==> src/rtl/wwpm_pkg.sv <==
// Shared types and constants for the weighted window position mean block.
`timescale 1ns / 1ps

package wwpm_pkg;

	localparam int COORD_W  = 32;   // signed Q16.16 coordinate
	localparam int WEIGHT_W = 16;   // unsigned Q0.16 weight
	localparam int PROD_W   = COORD_W + WEIGHT_W + 1;
	localparam int HELD_W   = 4;
	localparam int STEP_W   = 3;

	// Command codes carried by the command field.
	localparam logic CMD_START = 1'b0;
	localparam logic CMD_ADD   = 1'b1;

	// Four operand loads plus one trailing accumulate.
	localparam logic [STEP_W-1:0] STEP_LAST = 3'd4;

	typedef enum logic [1:0] {
		AXIS_X,
		AXIS_Y,
		AXIS_Z,
		AXIS_W
	} axis_t;

	typedef struct packed {
		logic  clear;
		logic  load;
		logic  accum;
		logic  subtract;
		axis_t axis;
	} acc_ctrl_t;

endpackage

==> src/rtl/wwpm_div.sv <==
// Serial restoring divider: signed running sum divided by the unsigned weight sum.
`timescale 1ns / 1ps

module wwpm_div
	import wwpm_pkg::*;
#(
	parameter int DVD_W = 53,
	parameter int DVS_W = 20
) (
	input  logic                      clk,
	input  logic                      arst_n,
	input  logic                      start,
	input  logic signed [DVD_W-1:0]   dividend,
	input  logic        [DVS_W-1:0]   divisor,
	output logic                      done,
	output logic signed [COORD_W-1:0] quotient
);

	localparam int CNT_W = $clog2(DVD_W + 1);

	logic             busy_q;
	logic             done_q;
	logic [CNT_W-1:0] cnt_q;
	logic             neg_q;
	logic [DVS_W-1:0] dvs_q;
	logic [DVS_W-1:0] rem_q;
	logic [DVD_W-1:0] quo_q;

	logic [DVS_W:0]   shifted;
	logic [DVS_W:0]   diff;
	logic             take;
	logic [DVD_W-1:0] magnitude;
	logic [DVD_W-1:0] signed_quo;

	assign shifted   = {rem_q, quo_q[DVD_W-1]};
	assign diff      = shifted - {1'b0, dvs_q};
	assign take      = (shifted >= {1'b0, dvs_q});
	assign magnitude = dividend[DVD_W-1] ? (~dividend + 1'b1) : dividend;

	// The quotient register holds the magnitude; the sign is put back on the way out.
	assign signed_quo = neg_q ? (~quo_q + 1'b1) : quo_q;
	assign quotient   = signed'(signed_quo[COORD_W-1:0]);
	assign done       = done_q;

	always_ff @(posedge clk or negedge arst_n) begin
		if (!arst_n) begin
			busy_q <= 1'b0;
			done_q <= 1'b0;
			cnt_q  <= '0;
			neg_q  <= 1'b0;
			dvs_q  <= '0;
			rem_q  <= '0;
			quo_q  <= '0;
		end else begin
			done_q <= 1'b0;
			if (start) begin
				busy_q <= 1'b1;
				cnt_q  <= CNT_W'(DVD_W);
				neg_q  <= dividend[DVD_W-1];
				dvs_q  <= divisor;
				rem_q  <= '0;
				quo_q  <= magnitude;
			end else if (busy_q) begin
				rem_q <= take ? diff[DVS_W-1:0] : shifted[DVS_W-1:0];
				quo_q <= {quo_q[DVD_W-2:0], take};
				cnt_q <= cnt_q - 1'b1;
				if (cnt_q == CNT_W'(1)) begin
					busy_q <= 1'b0;
					done_q <= 1'b1;
				end
			end
		end
	end

endmodule

==> src/rtl/wwpm_acc.sv <==
// Shared multiplier and accumulator that keeps the running weighted sums and weight sum.
`timescale 1ns / 1ps

module wwpm_acc
	import wwpm_pkg::*;
#(
	parameter int SUM_W = 53,
	parameter int TW_W  = 20
) (
	input  logic                      clk,
	input  logic                      arst_n,
	input  acc_ctrl_t                 ctrl,
	input  logic signed [COORD_W-1:0] operand,
	input  logic        [WEIGHT_W-1:0] factor,
	output logic signed [SUM_W-1:0]   sum_x,
	output logic signed [SUM_W-1:0]   sum_y,
	output logic signed [SUM_W-1:0]   sum_z,
	output logic        [TW_W-1:0]    total
);

	logic signed [PROD_W-1:0] prod_s1;
	logic signed [SUM_W-1:0]  sum_x_q;
	logic signed [SUM_W-1:0]  sum_y_q;
	logic signed [SUM_W-1:0]  sum_z_q;
	logic        [TW_W-1:0]   total_q;

	logic signed [SUM_W-1:0]  delta;
	logic        [TW_W-1:0]   delta_w;

	assign delta   = {{(SUM_W - PROD_W){prod_s1[PROD_W-1]}}, prod_s1};
	assign delta_w = TW_W'(prod_s1[WEIGHT_W-1:0]);

	always_ff @(posedge clk) begin
		if (ctrl.load) begin
			prod_s1 <= operand * signed'({1'b0, factor});
		end
	end

	always_ff @(posedge clk or negedge arst_n) begin
		if (!arst_n) begin
			sum_x_q <= '0;
			sum_y_q <= '0;
			sum_z_q <= '0;
			total_q <= '0;
		end else if (ctrl.clear) begin
			sum_x_q <= '0;
			sum_y_q <= '0;
			sum_z_q <= '0;
			total_q <= '0;
		end else if (ctrl.accum) begin
			unique case (ctrl.axis)
				AXIS_X: sum_x_q <= ctrl.subtract ? sum_x_q - delta : sum_x_q + delta;
				AXIS_Y: sum_y_q <= ctrl.subtract ? sum_y_q - delta : sum_y_q + delta;
				AXIS_Z: sum_z_q <= ctrl.subtract ? sum_z_q - delta : sum_z_q + delta;
				AXIS_W: total_q <= ctrl.subtract ? total_q - delta_w : total_q + delta_w;
				default: ;
			endcase
		end
	end

	assign sum_x = sum_x_q;
	assign sum_y = sum_y_q;
	assign sum_z = sum_z_q;
	assign total = total_q;

endmodule

==> src/rtl/weighted_window_position_mean_top.sv <==
// Top level: sample window, sequencer, shared accumulator and divider.
//
//  Channel  Handshake             Payload
//  -------  --------------------  -----------------------------------------------
//  input    in_valid / in_ready   command, sample_x, sample_y, sample_z, weight
//  output   out_valid / out_ready mean_x, mean_y, mean_z, held_count, zero_weight
//
// A start transaction runs no division. An add transaction on a full window runs
// an eviction pass, an add pass and then the serial divider once per axis; while
// the window is still filling there is no eviction pass. A zero weight sum skips
// the divisions. in_ready is high only while the sequencer is idle. A finished
// result waits in the output register while the next transaction is accepted
// and worked on.
// Reset empties the window and clears the sums; no clearing pass is needed.
`timescale 1ns / 1ps

module weighted_window_position_mean_top
	import wwpm_pkg::*;
#(
	parameter int WINDOW = 15
) (
	input  logic                       clk,
	input  logic                       arst_n,
	input  logic                       in_valid,
	output logic                       in_ready,
	input  logic                       command,
	input  logic signed [COORD_W-1:0]  sample_x,
	input  logic signed [COORD_W-1:0]  sample_y,
	input  logic signed [COORD_W-1:0]  sample_z,
	input  logic        [WEIGHT_W-1:0] weight,
	output logic                       out_valid,
	input  logic                       out_ready,
	output logic signed [COORD_W-1:0]  mean_x,
	output logic signed [COORD_W-1:0]  mean_y,
	output logic signed [COORD_W-1:0]  mean_z,
	output logic        [HELD_W-1:0]   held_count,
	output logic                       zero_weight
);

	localparam int FILL_W     = $clog2(WINDOW + 1);
	localparam int IDX_W      = (WINDOW > 1) ? $clog2(WINDOW) : 1;
	localparam int SLOT_SUM_W = $clog2(2 * WINDOW + 1);
	localparam int SUM_W      = PROD_W + FILL_W;
	localparam int TW_W       = WEIGHT_W + FILL_W;

	typedef struct packed {
		logic signed [COORD_W-1:0]  x;
		logic signed [COORD_W-1:0]  y;
		logic signed [COORD_W-1:0]  z;
		logic        [WEIGHT_W-1:0] w;
	} ring_entry_t;

	typedef enum logic [2:0] {
		ST_IDLE,
		ST_PREP,
		ST_EVICT,
		ST_ADD,
		ST_DIV_START,
		ST_DIV_WAIT,
		ST_FINISH
	} state_t;

	state_t state_q;

	ring_entry_t ring_mem [WINDOW];
	ring_entry_t rd_q;
	ring_entry_t smp_q;
	ring_entry_t src;

	logic                      cmd_q;
	logic [IDX_W-1:0]          slot_q;
	logic [IDX_W-1:0]          oldest_q;
	logic [FILL_W-1:0]         fill_q;
	logic [STEP_W-1:0]         step_q;
	axis_t                     div_axis_q;

	logic signed [COORD_W-1:0] res_x_q;
	logic signed [COORD_W-1:0] res_y_q;
	logic signed [COORD_W-1:0] res_z_q;
	logic                      res_zero_q;

	logic                      out_valid_q;
	logic signed [COORD_W-1:0] mean_x_q;
	logic signed [COORD_W-1:0] mean_y_q;
	logic signed [COORD_W-1:0] mean_z_q;
	logic        [HELD_W-1:0]  held_q;
	logic                      zero_q;

	acc_ctrl_t                 acc_ctrl;
	logic signed [COORD_W-1:0] operand;
	logic signed [SUM_W-1:0]   sum_x;
	logic signed [SUM_W-1:0]   sum_y;
	logic signed [SUM_W-1:0]   sum_z;
	logic        [TW_W-1:0]    total;

	logic                      div_start;
	logic signed [SUM_W-1:0]   dividend;
	logic                      div_done;
	logic signed [COORD_W-1:0] quotient;

	logic [SLOT_SUM_W-1:0]     slot_sum;
	logic [IDX_W-1:0]          append_slot;
	logic [IDX_W-1:0]          next_oldest;

	// Appending goes to oldest + fill, which stays below twice the window.
	assign slot_sum    = SLOT_SUM_W'(oldest_q) + SLOT_SUM_W'(fill_q);
	assign append_slot = (slot_sum >= SLOT_SUM_W'(WINDOW)) ?
	                     IDX_W'(slot_sum - SLOT_SUM_W'(WINDOW)) : IDX_W'(slot_sum);
	assign next_oldest = (slot_q == IDX_W'(WINDOW - 1)) ? '0 : slot_q + 1'b1;

	// Window storage; the read port always looks at the oldest entry.
	always_ff @(posedge clk) begin
		if (state_q == ST_ADD && step_q == '0) begin
			ring_mem[slot_q] <= smp_q;
		end
		rd_q <= ring_mem[oldest_q];
	end

	// Each pass loads x, y, z and the weight in turn; each accumulate follows in the cycle after its load.
	assign src = (state_q == ST_EVICT) ? rd_q : smp_q;

	always_comb begin
		case (step_q[1:0])
			2'd0:    operand = src.x;
			2'd1:    operand = src.y;
			2'd2:    operand = src.z;
			default: operand = COORD_W'(signed'(2'sb01));
		endcase
	end

	always_comb begin
		acc_ctrl          = '0;
		acc_ctrl.clear    = (state_q == ST_PREP) && (cmd_q == CMD_START);
		acc_ctrl.axis     = axis_t'(step_q[1:0] - 2'd1);
		if (state_q == ST_EVICT || state_q == ST_ADD) begin
			acc_ctrl.load     = (step_q != STEP_LAST);
			acc_ctrl.accum    = (step_q != '0);
			acc_ctrl.subtract = (state_q == ST_EVICT);
		end
	end

	wwpm_acc #(
		.SUM_W (SUM_W),
		.TW_W  (TW_W)
	) u_acc (
		.clk     (clk),
		.arst_n  (arst_n),
		.ctrl    (acc_ctrl),
		.operand (operand),
		.factor  (src.w),
		.sum_x   (sum_x),
		.sum_y   (sum_y),
		.sum_z   (sum_z),
		.total   (total)
	);

	always_comb begin
		unique case (div_axis_q)
			AXIS_X:  dividend = sum_x;
			AXIS_Y:  dividend = sum_y;
			default: dividend = sum_z;
		endcase
	end

	assign div_start = (state_q == ST_DIV_START) && (total != '0);

	wwpm_div #(
		.DVD_W (SUM_W),
		.DVS_W (TW_W)
	) u_div (
		.clk      (clk),
		.arst_n   (arst_n),
		.start    (div_start),
		.dividend (dividend),
		.divisor  (total),
		.done     (div_done),
		.quotient (quotient)
	);

	always_ff @(posedge clk or negedge arst_n) begin
		if (!arst_n) begin
			state_q     <= ST_IDLE;
			cmd_q       <= 1'b0;
			smp_q       <= '0;
			slot_q      <= '0;
			oldest_q    <= '0;
			fill_q      <= '0;
			step_q      <= '0;
			div_axis_q  <= AXIS_X;
			res_x_q     <= '0;
			res_y_q     <= '0;
			res_z_q     <= '0;
			res_zero_q  <= 1'b0;
			out_valid_q <= 1'b0;
			mean_x_q    <= '0;
			mean_y_q    <= '0;
			mean_z_q    <= '0;
			held_q      <= '0;
			zero_q      <= 1'b0;
		end else begin
			// The finish state reloads the output register itself.
			if (out_valid_q && out_ready && state_q != ST_FINISH) begin
				out_valid_q <= 1'b0;
			end
			unique case (state_q)
				ST_IDLE: begin
					if (in_valid) begin
						cmd_q   <= command;
						smp_q   <= '{x: sample_x, y: sample_y, z: sample_z, w: weight};
						state_q <= ST_PREP;
					end
				end
				ST_PREP: begin
					step_q <= '0;
					if (cmd_q == CMD_START) begin
						slot_q   <= '0;
						oldest_q <= '0;
						fill_q   <= FILL_W'(1);
						state_q  <= ST_ADD;
					end else if (fill_q < FILL_W'(WINDOW)) begin
						slot_q  <= append_slot;
						fill_q  <= fill_q + 1'b1;
						state_q <= ST_ADD;
					end else begin
						slot_q  <= oldest_q;
						state_q <= ST_EVICT;
					end
				end
				ST_EVICT: begin
					if (step_q == STEP_LAST) begin
						step_q   <= '0;
						oldest_q <= next_oldest;
						state_q  <= ST_ADD;
					end else begin
						step_q <= step_q + 1'b1;
					end
				end
				ST_ADD: begin
					if (step_q == STEP_LAST) begin
						step_q <= '0;
						if (cmd_q == CMD_START) begin
							res_x_q    <= smp_q.x;
							res_y_q    <= smp_q.y;
							res_z_q    <= smp_q.z;
							res_zero_q <= 1'b0;
							state_q    <= ST_FINISH;
						end else begin
							div_axis_q <= AXIS_X;
							state_q    <= ST_DIV_START;
						end
					end else begin
						step_q <= step_q + 1'b1;
					end
				end
				ST_DIV_START: begin
					if (total == '0) begin
						res_x_q    <= '0;
						res_y_q    <= '0;
						res_z_q    <= '0;
						res_zero_q <= 1'b1;
						state_q    <= ST_FINISH;
					end else begin
						state_q <= ST_DIV_WAIT;
					end
				end
				ST_DIV_WAIT: begin
					if (div_done) begin
						unique case (div_axis_q)
							AXIS_X: begin
								res_x_q    <= quotient;
								div_axis_q <= AXIS_Y;
								state_q    <= ST_DIV_START;
							end
							AXIS_Y: begin
								res_y_q    <= quotient;
								div_axis_q <= AXIS_Z;
								state_q    <= ST_DIV_START;
							end
							default: begin
								res_z_q    <= quotient;
								res_zero_q <= 1'b0;
								state_q    <= ST_FINISH;
							end
						endcase
					end
				end
				ST_FINISH: begin
					// Hold the result until the output register is free.
					if (!out_valid_q || out_ready) begin
						mean_x_q    <= res_x_q;
						mean_y_q    <= res_y_q;
						mean_z_q    <= res_z_q;
						held_q      <= HELD_W'(fill_q);
						zero_q      <= res_zero_q;
						out_valid_q <= 1'b1;
						state_q     <= ST_IDLE;
					end
				end
				default: state_q <= ST_IDLE;
			endcase
		end
	end

	assign in_ready    = (state_q == ST_IDLE);
	assign out_valid   = out_valid_q;
	assign mean_x      = mean_x_q;
	assign mean_y      = mean_y_q;
	assign mean_z      = mean_z_q;
	assign held_count  = held_q;
	assign zero_weight = zero_q;

endmodule
==> config.mk <==
export PLATFORM = sky130hd
export DESIGN_NAME = weighted_window_position_mean_top
export DESIGN_NICKNAME = d
export VERILOG_FILES = /design/src/rtl/wwpm_pkg.sv /design/src/rtl/wwpm_div.sv /design/src/rtl/wwpm_acc.sv /design/src/rtl/weighted_window_position_mean_top.sv
export SDC_FILE = /design/constraint.sdc
export NUM_CORES = 2
export LEC_CHECK = 0
export CAP_MARGIN = 40
export CORE_MARGIN = 1
export CORE_UTILIZATION = 35
export CTS_BUF_LIST = sky130_fd_sc_hd__clkbuf_16
export CTS_CLUSTER_SIZE = 14
export DETAILED_ROUTE_END_ITERATION = 12
export DONT_BUFFER_PORTS = 1
export PLACE_DENSITY = 0.5
export SLEW_MARGIN = 20
export SYNTH_ARGS = -nofsm -noshare
export SYNTH_HDL_FRONTEND = slang
export SYNTH_SLANG_ARGS = --single-unit
==> constraint.sdc <==
create_clock -name clk -period 11.82 [get_ports clk]
set_input_delay 0 -clock clk [delete_from_list [all_inputs] [get_ports clk]]
set_output_delay 0 -clock clk [all_outputs]
set_load 0.01 [all_outputs]
After elaboration in Yosys (flattened, before gate mapping)
Memories as Yosys holds them, arrays and structs flattened. A register that Yosys moved wholly into a read port is not among the register bits.
Cells that the tools add are included.
{"block": "word_totals", "output_inout_bits": 103, "n_memories": 1, "input_bits": 117, "ramBits": 1680, "reg_bits": 662}
{"block": "op_classes", "n_mux": 89, "mul": 1, "reduce_logical": 41, "bitwise_logic": 3, "eq_ne": 31, "magnitude_cmp": 3, "n_addsub": 18}
{"memory": "ring_mem", "words": 15, "width": 112, "read_ports": 1, "rd_ports_with_merged_regs": 1, "wr": 1, "line_no": "weighted_window_position_mean_top.sv:65", "text": "ring_entry_t ring_mem [WINDOW];"}
{"op": "$mux 53", "n": 15}
{"op": "$mux 32", "n": 14}
{"op": "$pmux 32 s3", "n": 4}
{"op": "$add 53x49->53", "n": 3}
{"op": "$sub 53x49->53", "n": 3}
{"op": "$mux 20", "n": 7}
{"op": "$mux 112", "n": 1}
{"op": "$pmux 53 s2", "n": 1}
{"op": "$add 53x1->53 const B", "n": 1}
{"op": "$not 53->53", "n": 1}
{"op": "$mul 32x17->49", "n": 1}
{"op": "$add 32x1->32 const B", "n": 1}
{"op": "$mux 4", "n": 8}
{"op": "$not 32->32", "n": 1}
{"op": "$ge 21x20->1", "n": 1}
{"op": "$mux 3", "n": 7}
{"op": "$pmux 3 s7", "n": 1}
{"op": "$add 20x16->20", "n": 1}
{"op": "$logic_not 20->1", "n": 1}
{"op": "$reduce_bool 20->1", "n": 1}
{"op": "$sub 20x16->20", "n": 1}
{"op": "$sub 20x20->20", "n": 1}
{"op": "$mux 1", "n": 18}
{"op": "$reduce_and 6->1", "n": 3}
{"op": "36 further kinds", "n": 90}

Longest topological paths before layout
{"block": "depth", "word_depth": 7, "ltp_mapped": 36, "ltp_nobuf": 32}

Cells and area by module
A second synthesis with hierarchy kept.
{"block": "unflattened", "hier_cells": 9387, "area_unflattened_um2": 127076.9}
{"module": "weighted_window_position_mean_top", "cells_per_inst": 4147, "instances": 1, "seq_area_each_um2": 60998.5, "area_each_um2": 82703.1}
{"module": "wwpm_acc", "cells_per_inst": 4408, "instances": 1, "seq_area_each_um2": 5950.7, "area_each_um2": 37116.8}
{"module": "wwpm_div", "cells_per_inst": 832, "instances": 1, "seq_area_each_um2": 2552.4, "area_each_um2": 7257.0}

Least setup slack after synthesis
No wires, ideal clock.
{"block": "synth_timing", "path_type": "flip-flop to flip-flop", "start": "reg step_q[0]", "end": "mem ring_mem[0][0] (netlist name) (enable)", "setup_time_ns": 0.720, "path_buffers": 0, "stages_incl_launch_ff": 7, "synth_period_minus_slack_ns": 9.890, "slack_ns": 1.930, "arrival_ns": 9.170, "path_cell_list": "dfrtp_1 > inv_1 > ha_1 > nor2b_1 > and3_1 > or3b_2 > nor3_1"}
{"block": "synth_between", "elab_chain_cells": 4}
{"item": "start, declared", "line_no": "weighted_window_position_mean_top.sv:74", "text": "logic [STEP_W-1:0] step_q;"}
{"item": "start signal, assigned", "line_no": "weighted_window_position_mean_top.sv:235", "text": "step_q <= step_q + 1'b1;"}
{"item": "start signal, assigned", "line_no": "weighted_window_position_mean_top.sv:252", "text": "step_q <= step_q + 1'b1;"}
{"item": "$logic_not 3->1", "line_no": "weighted_window_position_mean_top.sv:113", "text": "if (state_q == ST_ADD && step_q == '0) begin"}
{"item": "$logic_and 1x1->1", "line_no": "weighted_window_position_mean_top.sv:113"}
{"item": "$mux 1", "line_no": "weighted_window_position_mean_top.sv:113"}
{"item": "$mux 1 (implied by the code)", "line_no": "weighted_window_position_mean_top.sv:114", "text": "ring_mem[slot_q] <= smp_q;"}
{"item": "end, declared", "line_no": "weighted_window_position_mean_top.sv:65"}
Every way passes these cells.

Worst setup path after layout
{"block": "layout_timing", "start": "reg step_q[1]", "end": "reg u_acc.prod_s1[48] (data pin)"}
{"block": "layout_between", "elab_chain_cells": 3, "word_cells_on_any_way": 5}
{"item": "$eq 2x2->1, or another cell as far along", "line_no": "weighted_window_position_mean_top.sv:123", "text": "case (step_q[1:0])"}
{"item": "$pmux 32 s3 *", "line_no": "weighted_window_position_mean_top.sv:123"}
{"item": "$mul 32x17->49 *", "line_no": "wwpm_acc.sv:35", "text": "prod_s1 <= operand * signed'({1'b0, factor});"}
{"item": "end signal, assigned", "line_no": "wwpm_acc.sv:35"}
{"item": "end, declared", "line_no": "wwpm_acc.sv:21", "text": "logic signed [PROD_W-1:0] prod_s1;"}
Mark *: on every way between the ends. The rest lies on a longest branch, timed or not.
A chain may end at the register's enable or synchronous reset.

==> flow_summary.toml <==
[logic_synthesis]
async_flop_share = 0.2498
synthesis.area_mm2 = 0.1250
synthAdderAreaFrac = 0.1124
ys_seq_elements = 2454
synthMostInstantiatedCell = "edfxtp_1"
ys_top_cells_by_count = "edfxtp_1, nand2_1, inv_1, dfrtp_1, o21ai_0"
synthCells = 9356
yosys_warnings = 0
synthXorXnorAreaFrac = 0.02376
synth_area_per_cell_um2 = 13.36
synth_compound_area_frac = 0.07954
ys.flop_type = "edfxtp_1"
synth_area_leaders = "edfxtp_1, dfrtp_1, mux4_2, fa_1, ha_1"
ys_seq_area_frac = 0.5562
synth_top_family_by_area = "multiplexers"
synthMuxAreaShare = 0.1213
synth.largest_area_cell = "edfxtp_1"
synth_nets = 10300
synth_cell_type_count = 96
synth_top_area_share = 0.4155
synth_edf_count = 1729
synthSimpleGateAreaFrac = 0.07174

[timing]
post-route-period-util = 0.8589
setup_slack_ps = 1668
finalHoldViolCount = 0
period_needed_ps = 10150
slew_headroom = 0.3652
whs_ps = 15.87
max_freq_mhz = 98.50
setup_viol = 0
rsz0062_at_grt = "no"
tns_ps = 0
drv_slew = 0
skew_ps = 115.6
worst-slew-pin-transition_ps = 952.1

[critical_path]
end_kind = "register"
crit_path_max_fanout = 49
rr_startpoint = "step_q[1]"
arrival_ps = 10760
worstPathRequired_ps = 12430
cp-start-kind = "register"
cp-startpoint = "step_q[1]"
cp_common_cell = "fa_1"
path_class = "reg2reg"
cp_slowest_stage_delay_ps = 700
slowest_stage = "nor2_1"

[clock_tree]
clockRootBuffer = "clkbuf_16"
cts_num_sinks = 2454
clk_latency_ps = 940
h-tree-depth = 5
cts_resized = 0
post_cts_buffers = 0
ctsHoldBuffers = 231
cts_tree = "yes"
clk_pin_slew_ps = 70
cts.path.max_buffers = 4
cts_buffers = 287

[floorplan]
start_util = 0.3513
io_pins = 220
die_w_um = 599.5
rows = 219
die-area_mm2 = 0.3594
core_mm2 = 0.3557
fp.dieH_um = 599.5

[flow_run]
cap_violations = 0

[status]
status = "complete, no violations"

[power_and_ir_drop]
irDropWorstVdd_v = 0.0001056
netSwitchingPower_mw = 3.707
power.density_mw_per_mm2 = 122.5
switching_share = 0.2101
intPower_mw = 13.93
clkPwrFrac = 0.478
leakage_nw = 50.29
combPwrFrac = 0.005
power_mw = 17.64
share_seq_of_total_power = 0.517

[detailed_routing]
drc = 0
ant_nets = 0
wl_mm = 414.5
routedWlPerCell_um = 28.20
drt-pass1-iter-count = 5
vias = 79770
viasPerCell = 5.428
drt_iter0_markers = 7180

[final_layout]
final_nets = 10650
final_util = 0.4048
area_growth_syn_to_layout_pct = 15.21
drive_above_1_share = 0.1500

[global_route]
grt_pass1_wl_mm = 593.8
grt_pass1_vias = 81100
grt_max_degree = 191
grtUsageTotal = 0.2286
grt.overflow.total = 0
antenna_found_initial = 37

[min_path]
hp-class = "in2reg"
worstHoldStart = "out_ready"

[placement]
io_buffer_count = 0
routabilityCongestion = 0.9423
hpwl_mm = 281.9
place_ws_ps = 1837
[layer usage]
layer	part of all wire	global-route usage	wire, µm	vias to the layer above
li1	-	-	-	34640
met1	0.43	0.3122	177200	41870
met2	0.47	0.3711	194700	2647
met3	0.060	0.03117	24850	591
met4	0.042	0.08538	17600	28
met5	0.00044	0	182	-
[cell usage in the layout, fill, tap and decap left out, drive strengths merged, types with 61 or more instances in the layout]
cell type    netlist  final
fa               495    495
inv              697    794
ha               331    331
mux4             448    448
clkbuf           359    295
mux2             235    235
nor3             119    119
nand2b            61     61
a21o             115    115
nand2           1036   1036
edfxtp          1729   1729
dfxtp            112    112
dfrtp            613    613
xor2             121    121
xnor2            218    218
a21oi            396    396
buf               95    283
nor2             509    509
o21ai            538    538
dlygate4sd3        0    229
mux2i            239    239
a31oi            113    113
clkinv             2    115
[critical path: cells and delay by family (launching register included)]
kind            cells  cell delay, ps
compound gates     10            2390
xor+xnor            1             160
fa+ha+maj           8            4050
flops               1             460
simple gates        4            1770
buf+inv             5            1000
[power groups by stage]
stage | clock [mW] | sequential (mW) | combinational (mW)
5_1_grt | 8.92 | 9.11 | 0.105
6_report | 8.43 | 9.12 | 0.0953
4_1_cts | 8.61 | 9.12 | 0.0977
3_3_place_gp | 0 | 9.29 | 0.0520
3_5_place_dp | 0 | 9.29 | 0.0553
2_1_floorplan | 0 | 9.29 | 0.000453
[path summary, 6_finish.rpt]
kind	cells past startpoint	endpoint	slack (ps)
hold / removal	3	out_valid	20
min in group asynchronous	4	mean_y[15]	390
hold reg to reg	1	mean_z[25]	480
setup reg to reg	28	u_acc.prod_s1[48]	1670
max in group asynchronous	7	smp_q[25]	9480
setup / recovery	28	u_acc.prod_s1[48]	1670
[sequential cells by signal, indices dropped and copies added (netlist names), 49 cells and up]
name           cells
ring_mem        1680
rd_q             112
smp_q            112
u_acc.sum_x       53
u_acc.sum_y       53
u_acc.sum_z       53
u_div.quo_q       53
u_acc.prod_s1     49
[kinds of logic (layout without fill, tap and decap cells)]
kind of cell | Yosys count | after routing
simple gates | 2053 | 2053
compound gates | 1609 | 1609
buf+inv | 1153 | 1736
fa+ha+maj | 826 | 826
flops | 2454 | 2454
xor+xnor | 339 | 339
mux | 922 | 922
other cells | 0 | 8
[per-stage QoR]
step / instances / area [µm²]
floorplan: 9356 / 125000
detailed placement: 13900 / 132100
global route: 14690 / 144000
CTS: 14650 / 143300
finish: 14700 / 144000
global placement: 13830 / 131100
[final cells by class]
type	count	area [µm²]
Tap cell	4751	5944
Sequential cell	2454	69520
Fill cell	33330	211700
Clock inverter	230	1615
Multi-Input combinational cell	5749	51440
Antenna cell	8	20.02
Clock buffer	290	7257
Timing Repair Buffer	517	5542
Inverter	699	2624
Power figures use the tool's default switching activity.
